### src/hw/rtl/cbg_pkg.sv
package cbg_pkg;

    localparam int TIME_BITS   = 48;
    localparam int THR_BITS    = 14;
    localparam int COOL_BITS   = 22;
    localparam int STATUS_BITS = 10;
    localparam int CFG_DATA_W  = 32;
    localparam int CFG_ADDR_W  = 3;

    localparam logic [THR_BITS-1:0]    COUNT_MAX       = 14'd16383;
    localparam logic [STATUS_BITS-1:0] STATUS_NEUTRAL  = 10'd429;
    localparam logic [STATUS_BITS-1:0] STATUS_FAIL_MIN = 10'd500;

    localparam int QUEUE_DEPTH = 2;
    localparam int QPTR_W      = (QUEUE_DEPTH > 1) ? $clog2(QUEUE_DEPTH) : 1;
    localparam int QCNT_W      = $clog2(QUEUE_DEPTH + 1);

    typedef enum logic {
        REG_FAIL_THRESHOLD = 1'b0,
        REG_COOLDOWN_MS    = 1'b1
    } cbg_reg_t;

    typedef enum logic [1:0] {
        CLS_QUERY,
        CLS_FAIL,
        CLS_SUCCESS,
        CLS_NEUTRAL
    } cbg_cls_t;

    typedef struct packed {
        cbg_cls_t             cls;
        logic [TIME_BITS-1:0] now_ms;
    } cbg_entry_t;

    typedef struct packed {
        logic [THR_BITS-1:0]  fail_threshold;
        logic [COOL_BITS-1:0] cooldown_ms;
    } cbg_cfg_t;

    typedef struct packed {
        logic       valid;
        cbg_entry_t entry;
    } cbg_head_t;

endpackage

### src/hw/rtl/circuit_breaker_gate_core.sv
// Circuit breaker gate with a single half-open probe.
// Input channel (s_*): one request per item, either a gate query (s_action = 0)
// or a reported outcome (s_action = 1) carrying transport status and HTTP code.
// Output channel (m_*): exactly one result per request, in order: allowed,
// is_open, tripped, recovered and the saturating failure count.
// An accepted request is queued and then popped into the output register.
// Throughput: one request per cycle while m_ready holds; the front classifies
// into a 2-entry queue; the back updates breaker state and the output together.
// Receiver stall: the output register holds its result; the queue absorbs up to
// two further requests, after which s_ready drops until the receiver resumes.
// Reset (aresetn low, synchronous): failure count, open window and probe flag
// clear, queue and output empty; fail_threshold returns to 10, cooldown_ms to
// 10000. Config via APB: fail_threshold at 0x0, cooldown_ms at 0x4; the user must
// write them only while the block is idle, which the block does not enforce.
module circuit_breaker_gate_core
    import cbg_pkg::*;
(
    input  logic                   aclk,
    input  logic                   aresetn,
    input  logic                   psel,
    input  logic                   penable,
    input  logic                   pwrite,
    input  logic [CFG_ADDR_W-1:0]  paddr,
    input  logic [CFG_DATA_W-1:0]  pwdata,
    output logic [CFG_DATA_W-1:0]  prdata,
    output logic                   pready,
    input  logic                   s_valid,
    output logic                   s_ready,
    input  logic                   s_action,
    input  logic [TIME_BITS-1:0]   s_now_ms,
    input  logic                   s_transport_ok,
    input  logic [STATUS_BITS-1:0] s_http_status,
    output logic                   m_valid,
    input  logic                   m_ready,
    output logic                   m_allowed,
    output logic                   m_is_open,
    output logic                   m_tripped,
    output logic                   m_recovered,
    output logic [THR_BITS-1:0]    m_failure_count
);

    cbg_cfg_t   cfg_reg;
    cbg_reg_t   reg_sel;
    logic       cfg_wr;
    cbg_entry_t front_entry;
    cbg_head_t  head;
    logic       q_full;
    logic       pop;
    logic       push;

    assign pready  = 1'b1;
    assign reg_sel = cbg_reg_t'(paddr[2]);
    assign cfg_wr  = psel && penable && pwrite && pready;

    always_ff @(posedge aclk) begin
        if (!aresetn) begin
            cfg_reg.fail_threshold <= THR_BITS'(10);
            cfg_reg.cooldown_ms    <= COOL_BITS'(10000);
        end else if (cfg_wr) begin
            case (reg_sel)
                REG_FAIL_THRESHOLD: cfg_reg.fail_threshold <= pwdata[THR_BITS-1:0];
                REG_COOLDOWN_MS:    cfg_reg.cooldown_ms    <= pwdata[COOL_BITS-1:0];
                default: begin
                end
            endcase
        end
    end

    always_comb begin
        case (reg_sel)
            REG_FAIL_THRESHOLD: prdata = CFG_DATA_W'(cfg_reg.fail_threshold);
            REG_COOLDOWN_MS:    prdata = CFG_DATA_W'(cfg_reg.cooldown_ms);
            default:            prdata = '0;
        endcase
    end

    assign s_ready = !q_full;
    assign push    = s_valid && s_ready;

    cbg_front u_front (
        .action       (s_action),
        .now_ms       (s_now_ms),
        .transport_ok (s_transport_ok),
        .http_status  (s_http_status),
        .entry        (front_entry)
    );

    cbg_queue u_queue (
        .aclk       (aclk),
        .aresetn    (aresetn),
        .push       (push),
        .push_entry (front_entry),
        .full       (q_full),
        .pop        (pop),
        .head       (head)
    );

    cbg_back u_back (
        .aclk            (aclk),
        .aresetn         (aresetn),
        .cfg             (cfg_reg),
        .head            (head),
        .pop             (pop),
        .m_valid         (m_valid),
        .m_ready         (m_ready),
        .m_allowed       (m_allowed),
        .m_is_open       (m_is_open),
        .m_tripped       (m_tripped),
        .m_recovered     (m_recovered),
        .m_failure_count (m_failure_count)
    );

endmodule

### src/hw/rtl/cbg_front.sv
module cbg_front
    import cbg_pkg::*;
(
    input  logic                   action,
    input  logic [TIME_BITS-1:0]   now_ms,
    input  logic                   transport_ok,
    input  logic [STATUS_BITS-1:0] http_status,
    output cbg_entry_t             entry
);

    logic fail;

    // transport error or 5xx and above is a failure; 429 is neutral
    assign fail = !transport_ok || (http_status >= STATUS_FAIL_MIN);

    always_comb begin
        entry.now_ms = now_ms;
        if (!action) begin
            entry.cls = CLS_QUERY;
        end else if (fail) begin
            entry.cls = CLS_FAIL;
        end else if (http_status == STATUS_NEUTRAL) begin
            entry.cls = CLS_NEUTRAL;
        end else begin
            entry.cls = CLS_SUCCESS;
        end
    end

endmodule

### src/hw/rtl/cbg_queue.sv
module cbg_queue
    import cbg_pkg::*;
(
    input  logic       aclk,
    input  logic       aresetn,
    input  logic       push,
    input  cbg_entry_t push_entry,
    output logic       full,
    input  logic       pop,
    output cbg_head_t  head
);

    cbg_entry_t              mem_reg [QUEUE_DEPTH];
    logic [QPTR_W-1:0]       wr_ptr_reg, wr_ptr_next;
    logic [QPTR_W-1:0]       rd_ptr_reg, rd_ptr_next;
    logic [QCNT_W-1:0]       count_reg, count_next;

    function automatic logic [QPTR_W-1:0] ptr_inc(input logic [QPTR_W-1:0] p);
        if (p == QPTR_W'(QUEUE_DEPTH - 1)) begin
            return '0;
        end
        return p + QPTR_W'(1);
    endfunction

    assign full       = (count_reg == QCNT_W'(QUEUE_DEPTH));
    assign head.valid = (count_reg != '0);
    assign head.entry = mem_reg[rd_ptr_reg];

    always_comb begin
        wr_ptr_next = push ? ptr_inc(wr_ptr_reg) : wr_ptr_reg;
        rd_ptr_next = pop ? ptr_inc(rd_ptr_reg) : rd_ptr_reg;
        count_next  = count_reg;
        if (push && !pop) begin
            count_next = count_reg + QCNT_W'(1);
        end else if (pop && !push) begin
            count_next = count_reg - QCNT_W'(1);
        end
    end

    always_ff @(posedge aclk) begin
        if (!aresetn) begin
            wr_ptr_reg <= '0;
            rd_ptr_reg <= '0;
            count_reg  <= '0;
        end else begin
            wr_ptr_reg <= wr_ptr_next;
            rd_ptr_reg <= rd_ptr_next;
            count_reg  <= count_next;
        end
    end

    always_ff @(posedge aclk) begin
        if (push) begin
            mem_reg[wr_ptr_reg] <= push_entry;
        end
    end

endmodule

### src/hw/rtl/cbg_back.sv
module cbg_back
    import cbg_pkg::*;
(
    input  logic                aclk,
    input  logic                aresetn,
    input  cbg_cfg_t            cfg,
    input  cbg_head_t           head,
    output logic                pop,
    output logic                m_valid,
    input  logic                m_ready,
    output logic                m_allowed,
    output logic                m_is_open,
    output logic                m_tripped,
    output logic                m_recovered,
    output logic [THR_BITS-1:0] m_failure_count
);

    logic [THR_BITS-1:0]  fail_count_reg, fail_count_next;
    logic [TIME_BITS-1:0] open_until_reg, open_until_next;
    logic                 probe_busy_reg, probe_busy_next;
    logic                 m_valid_reg;
    logic                 allowed_reg, is_open_reg, tripped_reg, recovered_reg;
    logic [THR_BITS-1:0]  count_out_reg;

    logic                 enabled;
    logic [THR_BITS-1:0]  cnt_inc;
    logic [TIME_BITS:0]   win_sum;
    logic [TIME_BITS-1:0] win_end;
    logic                 allowed_next, tripped_next, recovered_next;

    assign enabled = (cfg.fail_threshold != '0);
    assign pop     = head.valid && (!m_valid_reg || m_ready);
    assign cnt_inc = (fail_count_reg != COUNT_MAX) ? fail_count_reg + THR_BITS'(1)
                                                   : fail_count_reg;
    assign win_sum = {1'b0, head.entry.now_ms} + (TIME_BITS + 1)'(cfg.cooldown_ms);
    assign win_end = win_sum[TIME_BITS] ? '1 : win_sum[TIME_BITS-1:0];

    always_comb begin
        fail_count_next = fail_count_reg;
        open_until_next = open_until_reg;
        probe_busy_next = probe_busy_reg;
        allowed_next    = 1'b0;
        tripped_next    = 1'b0;
        recovered_next  = 1'b0;
        case (head.entry.cls)
            CLS_QUERY: begin
                if (!enabled || fail_count_reg < cfg.fail_threshold) begin
                    allowed_next = 1'b1;
                end else if (head.entry.now_ms >= open_until_reg && !probe_busy_reg) begin
                    probe_busy_next = 1'b1;
                    allowed_next    = 1'b1;
                end
            end
            CLS_FAIL: begin
                if (enabled) begin
                    probe_busy_next = 1'b0;
                    fail_count_next = cnt_inc;
                    if (cnt_inc >= cfg.fail_threshold) begin
                        open_until_next = win_end;
                        tripped_next    = (cnt_inc == cfg.fail_threshold) &&
                                          (fail_count_reg != COUNT_MAX);
                    end
                end
            end
            CLS_SUCCESS: begin
                if (enabled) begin
                    probe_busy_next = 1'b0;
                    recovered_next  = (fail_count_reg >= cfg.fail_threshold);
                    fail_count_next = '0;
                end
            end
            CLS_NEUTRAL: begin
            end
            default: begin
            end
        endcase
    end

    always_ff @(posedge aclk) begin
        if (!aresetn) begin
            fail_count_reg <= '0;
            open_until_reg <= '0;
            probe_busy_reg <= 1'b0;
            m_valid_reg    <= 1'b0;
        end else begin
            if (pop) begin
                fail_count_reg <= fail_count_next;
                open_until_reg <= open_until_next;
                probe_busy_reg <= probe_busy_next;
                m_valid_reg    <= 1'b1;
            end else if (m_ready) begin
                m_valid_reg    <= 1'b0;
            end
        end
    end

    always_ff @(posedge aclk) begin
        if (pop) begin
            allowed_reg   <= allowed_next;
            is_open_reg   <= enabled && (fail_count_next >= cfg.fail_threshold);
            tripped_reg   <= tripped_next;
            recovered_reg <= recovered_next;
            count_out_reg <= fail_count_next;
        end
    end

    assign m_valid         = m_valid_reg;
    assign m_allowed       = allowed_reg;
    assign m_is_open       = is_open_reg;
    assign m_tripped       = tripped_reg;
    assign m_recovered     = recovered_reg;
    assign m_failure_count = count_out_reg;

endmodule

### config.mk
export PLATFORM = sky130hd
export DESIGN_NAME = circuit_breaker_gate_core
export DESIGN_NICKNAME = d
export VERILOG_FILES = /design/src/hw/rtl/cbg_pkg.sv /design/src/hw/rtl/circuit_breaker_gate_core.sv /design/src/hw/rtl/cbg_front.sv /design/src/hw/rtl/cbg_queue.sv /design/src/hw/rtl/cbg_back.sv
export SDC_FILE = /design/constraint.sdc
export NUM_CORES = 1
export LEC_CHECK = 0
export ABC_AREA = 1
export ABC_CLOCK_PERIOD_IN_PS = 4600
export BUFFER_PORTS_ARGS = -buffer_cell sky130_fd_sc_hd__buf_2
export CAP_MARGIN = 10
export CORE_MARGIN = 2
export CORE_UTILIZATION = 40
export CTS_BUF_LIST = sky130_fd_sc_hd__clkbuf_8 sky130_fd_sc_hd__clkbuf_16
export CTS_CLUSTER_DIAMETER = 50
export DETAILED_ROUTE_END_ITERATION = 8
export GPL_TIMING_DRIVEN = 0
export HOLD_SLACK_MARGIN = 0.12
export MAX_ROUTING_LAYER = met4
export SYNTH_ARGS = -nofsm -noshare
export SYNTH_HDL_FRONTEND = slang
export SYNTH_SLANG_ARGS = --single-unit
### constraint.sdc
create_clock -name aclk -period 4.6 [get_ports aclk]
set_clock_uncertainty 0.05 [all_clocks]
set_input_delay 1.38 -clock aclk [delete_from_list [all_inputs] [get_ports aclk]]
set_output_delay 1.38 -clock aclk [all_outputs]
set_load 0.01 [all_outputs]
Word-level counts from Yosys, hierarchy flattened --
Memories as Yosys holds them, arrays and structs flattened. A register that Yosys moved wholly into a read port is not among the register bits. Index checks and enable logic that the tools add are counted.
Operators by class: $add $sub $neg 6, $mul 0, div/mod/pow operators 0, $lt $le $gt $ge 6, equal/unequal tests 9, shift operators 0, muxes and demuxes 29, bitwise operators 1, reduce and logical (&&, ||, !) cells 32
Operators with widths (count):
- case mux 32 bit (2 select lines) | 1
- adder 48 x 22 -> 49 bit | 1
- greater-or-equal comparator 48 bit | 1
- two-way mux 48 bit | 1
- greater-or-equal comparator 14 bit | 3
- two-way mux 14 bit | 3
- case mux 14 bit (2 select lines) | 1
- two-way mux 1 bit | 18
- adder 14 x 1 -> 14 bit, second input constant | 1
- == test 14 bit | 1
- less-than comparator 14 bit | 1
- != test 14 bit, second input constant | 1
- nonzero test 14 bit | 1
- == test 10 x 9 -> 1 bit, second input constant | 1
- greater-or-equal comparator 10 x 9 -> 1 bit, second input constant | 1
- logical AND 1 bit | 9
- two-way mux 2 bit | 4
- nonzero test 2 bit | 4
- zero test 1 bit | 7
- AND reduction 2 bit | 3
- AND reduction 5 bit | 1
- == test 2 bit, second input constant | 2
- != test 2 x 1 -> 1 bit, second input constant | 2
- AND reduction 4 bit | 1
- other kinds (11) | 14
Storage, ports and cells: register bits after elaboration 122, latch bits 0, bits in writable memories 100, bits in read-only memories 0, bits of input ports 102, output and inout port bits 53, logic and storage cells 98, memories kept 1
Memory list:
- u_queue.mem_reg | depth 2, bits a word 50, read ports 1, clocked after memory_dff 1, wr ports 1, line cbg_queue.sv:13 | cbg_entry_t mem_reg [QUEUE_DEPTH];

Depth between registers and ports, before layout --
word-level depth 7, mapped depth 25, mapped depth without buffers 22

Hierarchy --
From an unflattened synthesis, not the netlist that was laid out.
Unflattened totals: cells, all modules 1828, area total of the unflattened synthesis 14785.4 µm²
Modules (own cells, without submodules):
- cbg_back | instances 1, cells an instance 1270, area each 8398.1 µm², seq. area each 1821.7 µm²
- cbg_queue | instances 1, cells an instance 191, area each 4092.7 µm², seq. area each 3103.0 µm²
- circuit_breaker_gate_core | instances 1, cells an instance 295, area each 1840.5 µm², seq. area each 720.7 µm²
- cbg_front | instances 1, cells an instance 72, area each 454.2 µm², seq. area each 0.0 µm²

Least setup slack after synthesis --
No wires, ideal clock.
kind input -> register, from in s_valid, to mem u_queue.mem_reg[1][0] in the netlist's numbering, enable pin, library setup time 0.459 ns, arrival time 3.588 ns, required time 4.091 ns, path slack 0.503 ns, stages 2, path buffers 0, path through nand2_1 > nor2_1
Between the ends: word-level cells in the longest chain between the ends 3
RTL lines:
- start, declared | line circuit_breaker_gate_core.sv:27 | input logic s_valid,
- logical AND 1 bit | line circuit_breaker_gate_core.sv:78 | assign push = s_valid && s_ready;
- two-way mux 1 bit | line cbg_queue.sv:53 | if (push) begin
- two-way mux 1 bit (not written as such) | line cbg_queue.sv:54 | mem_reg[wr_ptr_reg] <= push_entry;
- end, declared | line cbg_queue.sv:13
No other way between the ends.

Final worst setup path --
from reg u_back.fail_count_reg[0], to reg u_back.open_until_reg[27]
Between the ends: word-level cells in the longest chain between the ends 4, elaborated cells on any way between the ends 5, those cells by class add/sub: 1; order compare: 1; eq/ne: 1; mux: 1; reduce/logical: 1
RTL lines:
- start, declared | line cbg_back.sv:18 | logic [THR_BITS-1:0] fail_count_reg, fail_count_next;
- start signal, assigned | line cbg_back.sv:87 | fail_count_reg <= fail_count_next;
- adder 14 x 1 -> 14 bit or != test 14 bit (tied branches) | line cbg_back.sv:33 | assign cnt_inc = (fail_count_reg != COUNT_MAX) ? fail_count_reg + THR_BITS'(1)
- two-way mux 14 bit * | line cbg_back.sv:33
- greater-or-equal comparator 14 bit * | line cbg_back.sv:58 | if (cnt_inc >= cfg.fail_threshold) begin
- AND reduction 4 bit (no source line) *
- end signal, assigned | line cbg_back.sv:88 | open_until_reg <= open_until_next;
- end, declared | line cbg_back.sv:19 | logic [TIME_BITS-1:0] open_until_reg, open_until_next;
Every way passes the cells marked *; elsewhere a longest branch is shown, timed or not. A chain may end at the register's enable or synchronous reset.

==> flow_summary.ini <==
[place]
post-place-ws_ps = -690
port_buffers = 131
gp_congestion = 0.951
dpl_cell_area_mm2 = 0.0150
dp_hpwl_um = 33200

[setup_path]
critPathArrivalTime_ps = 4720
path_max_fanout = 10
cp-start-kind = flip-flop
cp-end-kind = flip-flop
reg2reg_slack_ps = 340
critPathRequiredTime_ps = 5060
crit_family = simple AND/OR/NAND/NOR gates
slowest_stage = dfxtp_1
max_stage_delay_ps = 480
path_cells = ha_1 -> nand2_1 -> inv_1 -> nand2_1 -> nor2_1 -> nand4_1 -> nand2_1 -> nor2_1 -> xor2_1 -> ha_1 -> nand2_1 -> nor2_1 -> o21ai_0 -> inv_1 -> o211ai_1 -> nand3_1 -> nand3_2 -> inv_2 -> buf_4 -> clkbuf_2 -> o21ai_0 -> nor2_1
rr_endpoint = u_back.open_until_reg[27]
reg2reg_depth = 22
r2r_start = u_back.fail_count_reg[0]
crit_buf_inv = 5
crit_type = flip-flop to flip-flop

[cts]
worst_skew_pair.late_latency_ps = 590
cts_max_level = 1
cts_root_buffer = clkbuf_16
clock-sinks = 223
clk_path_buf_depth = 3
cts_tree = done
cts-buffers-inserted = 31
clkTransAtPathRegs_ps = 60

[yosys]
syn_avg_cell_area_um2 = 8.03
ys_types = 52
synth-seq-cells = 223
yosys-top-cells-area = edfxtp_1 26%, dfxtp_1 15%, ha_1 11%
synth.top_cell.area_share = 0.258
yosys_warnings = 0
synth_area_leader_cell = edfxtp_1
ys_seq_area_frac = 0.411
ys.flop_type = edfxtp_1
async_reset_ff_frac = 0
syn_inst = 1709
syn_area_mm2 = 0.0137
synth-edff-count = 118

[floorplanning]
row_count = 67
die_h_um = 189
core_area_mm2 = 0.0337
start_util = 0.407
die_w_um = 189
io_pins = 155
die_area_mm2 = 0.0358

[drt]
postRouteAntennaNets = 0
post_drt_wl_per_cell_um = 17.6
wirelength_um = 41600
via_per_inst = 5.08
vias = 12000
first_pass_iters = 5
drt_iter0_markers = 819
drc = 0

[power]
vdd_drop_max_mv = 0.355
power_density_mw_per_mm2 = 616
power.leakage_nw = 7.18

[timing]
finalHoldViolCount = 0
finalCritPeriodShare = 0.926
slew_headroom = 0.430
tightest_slew_ps = 853
grt_setup_unrepaired = false
fin_ws_ps = 340
fmax_mhz = 235
maxSlewViolCount = 0
finalSetupViolCount = 0
layout_min_cycle_time_ps = 4260

[final_layout]
n_antenna_cell = 0
final_layout_size_suffix_gt1_frac = 0.154
final_cell_area_mm2 = 0.0161
nets = 2103
nFillCells = 3408
synthToLayoutAreaGrowth_pct = 16.9
largest_reg_flops = 100

[worst_hold_path]
whs_endpoint = u_queue.rd_ptr_reg
holdCritStartpoint = u_queue.rd_ptr_reg
min_path_type = flip-flop to flip-flop
hold_path_depth = 1

[run]
max_cap_viol_count = 0

[global_route]
grtUsageTotal = 0.237
antenna_found_initial = 1
overflow = 0
grt_pass1_vias = 11400
grt_pass1_wl_um = 63100
grt_max_degree = 32

[outcome]
outcome = finished, final reports clean
-- metal layers --
layer / global-route usage / vias to the layer above / part of all wire
li1: - / 6039 / -
met1: 0.312 / 5518 / 0.46
met2: 0.384 / 330 / 0.46
met3: 0.0248 / 85 / 0.048
met4: 0.0739 / 0 / 0.035
met5: - / - / 0
-- worst max path at each step --
stage,from,endpoint,slack [ps],cells past startpoint
6_report,u_back.fail_count_reg[0],u_back.open_until_reg[27],340,22
5_1_grt,u_back.fail_count_reg[0],u_back.open_until_reg[26],70,22
4_1_cts,u_back.fail_count_reg[0],u_back.open_until_reg[22],60,22
3_5_place_dp,flip-flop,u_back.m_is_open,-690,19
3_3_place_gp,s_valid,u_queue.mem_reg[1][20],-1330,3
2_1_floorplan,s_valid,u_queue.mem_reg[1][0],500,2
-- cell families (layout without fill, tap and decap cells) --
family / after synthesis / in the layout / synth area share
AND/OR/NAND/NOR: 658 / 658 / 0.204
buffers and inverters: 289 / 479 / 0.0885
AO/OA/AOI/OAI: 348 / 348 / 0.139
adder cells (fa/ha/maj): 118 / 118 / 0.108
XOR/XNOR: 50 / 50 / 0.0319
multiplexers: 21 / 21 / 0.0171
flip-flops: 223 / 223 / 0.411
other: 2 / 11 / 0.000547
-- power by group --
part / leakage, nW / switching (mW) / internal, mW / total [mW]
Combinational: 4.70 / 3.09 / 1.61 / 4.71
Clock: 0.514 / 0.958 / 1.37 / 2.33
Sequential: 1.97 / 0.232 / 2.61 / 2.84
Total: 7.18 / 4.28 / 5.60 / 9.88
-- area by class of cell --
class	count	area, µm²	share of cell area
Multi-Input combinational cell	1206	6920	0.431
Sequential cell	223	5650	0.352
Inverter	231	867	0.0540
Clock buffer	32	790	0.0492
Timing Repair Buffer	134	703	0.0438
Tap cell	448	561	0.0349
Buffer	56	344	0.0214
Clock inverter	26	223	0.0139
-- Yosys cell counts, types with 2 or more instances --
cell and instances:
nand2_1 303, inv_1 216, nor2_1 215, o21ai_0 160
a21oi_1 134, edfxtp_1 118, ha_1 117, dfxtp_1 105
nand3_1 60, xor2_1 39, clkbuf_1 33, nand4_1 23
mux2_2 20, nor3_1 17, o21ai_1 14, buf_4 13
inv_2 12, o21ai_2 12, xnor2_1 11, nand2_2 9
nor2_2 7, nor4_1 6, buf_6 5, o2111ai_1 5
o211ai_1 5, buf_2 4, nor2_4 4, a21o_1 3
clkinv_1 3, nand3_2 3, o21ai_4 3, o31ai_1 3
a21oi_4 2, buf_8 2, conb_1 2, nand3b_1 2
o21a_1 2, o21bai_1 2, or2_2 2
-- timing repair --
item	4_1_cts	5_1_grt
setup buffers	0	1
endpoints found under the setup margin	49	41
gates resized for setup	3	4
pin swaps	0	1
hold buffers	0	0
-- per-stage QoR --
step | TNS, ps | power (mW) | std cells | util | hold slack (ps)
6_report | 0 | 9.88 | 2356 | 0.476 | 411
5_1_grt | 0 | 10.7 | 2356 | 0.476 | 431
4_1_cts | 0 | 9.95 | 2356 | 0.476 | 410
3_5_place_dp | -12900 | 7.57 | 2299 | 0.446 | 401
3_3_place_gp | -144520 | 7.47 | 2297 | 0.445 | 392
2_1_floorplan | 0 | 6.13 | 1718 | - | 376
-- placed cells by master, fill, tap and decap left out, types with 4 or more instances in the layout --
cell	n
edfxtp_1	118
a21oi_1	133
clkinv_1	5
buf_6	5
buf_4	14
nand4_1	23
nor2_4	6
o211ai_1	5
nand3_1	60
nand2_1	303
nor2_1	213
xnor2_1	11
nor2_2	7
o21ai_1	16
xor2_1	39
conb_1	11
inv_1	222
nand2_2	9
inv_2	12
inv_6	5
mux2_2	20
o2111ai_1	5
clkbuf_2	4
buf_2	134
clkbuf_1	28
nor4_1	6
o21ai_0	158
dfxtp_1	105
ha_1	117
o21ai_2	12
nor3_1	17
clkbuf_16	31
No activity file was read; power rests on OpenSTA's default activity.
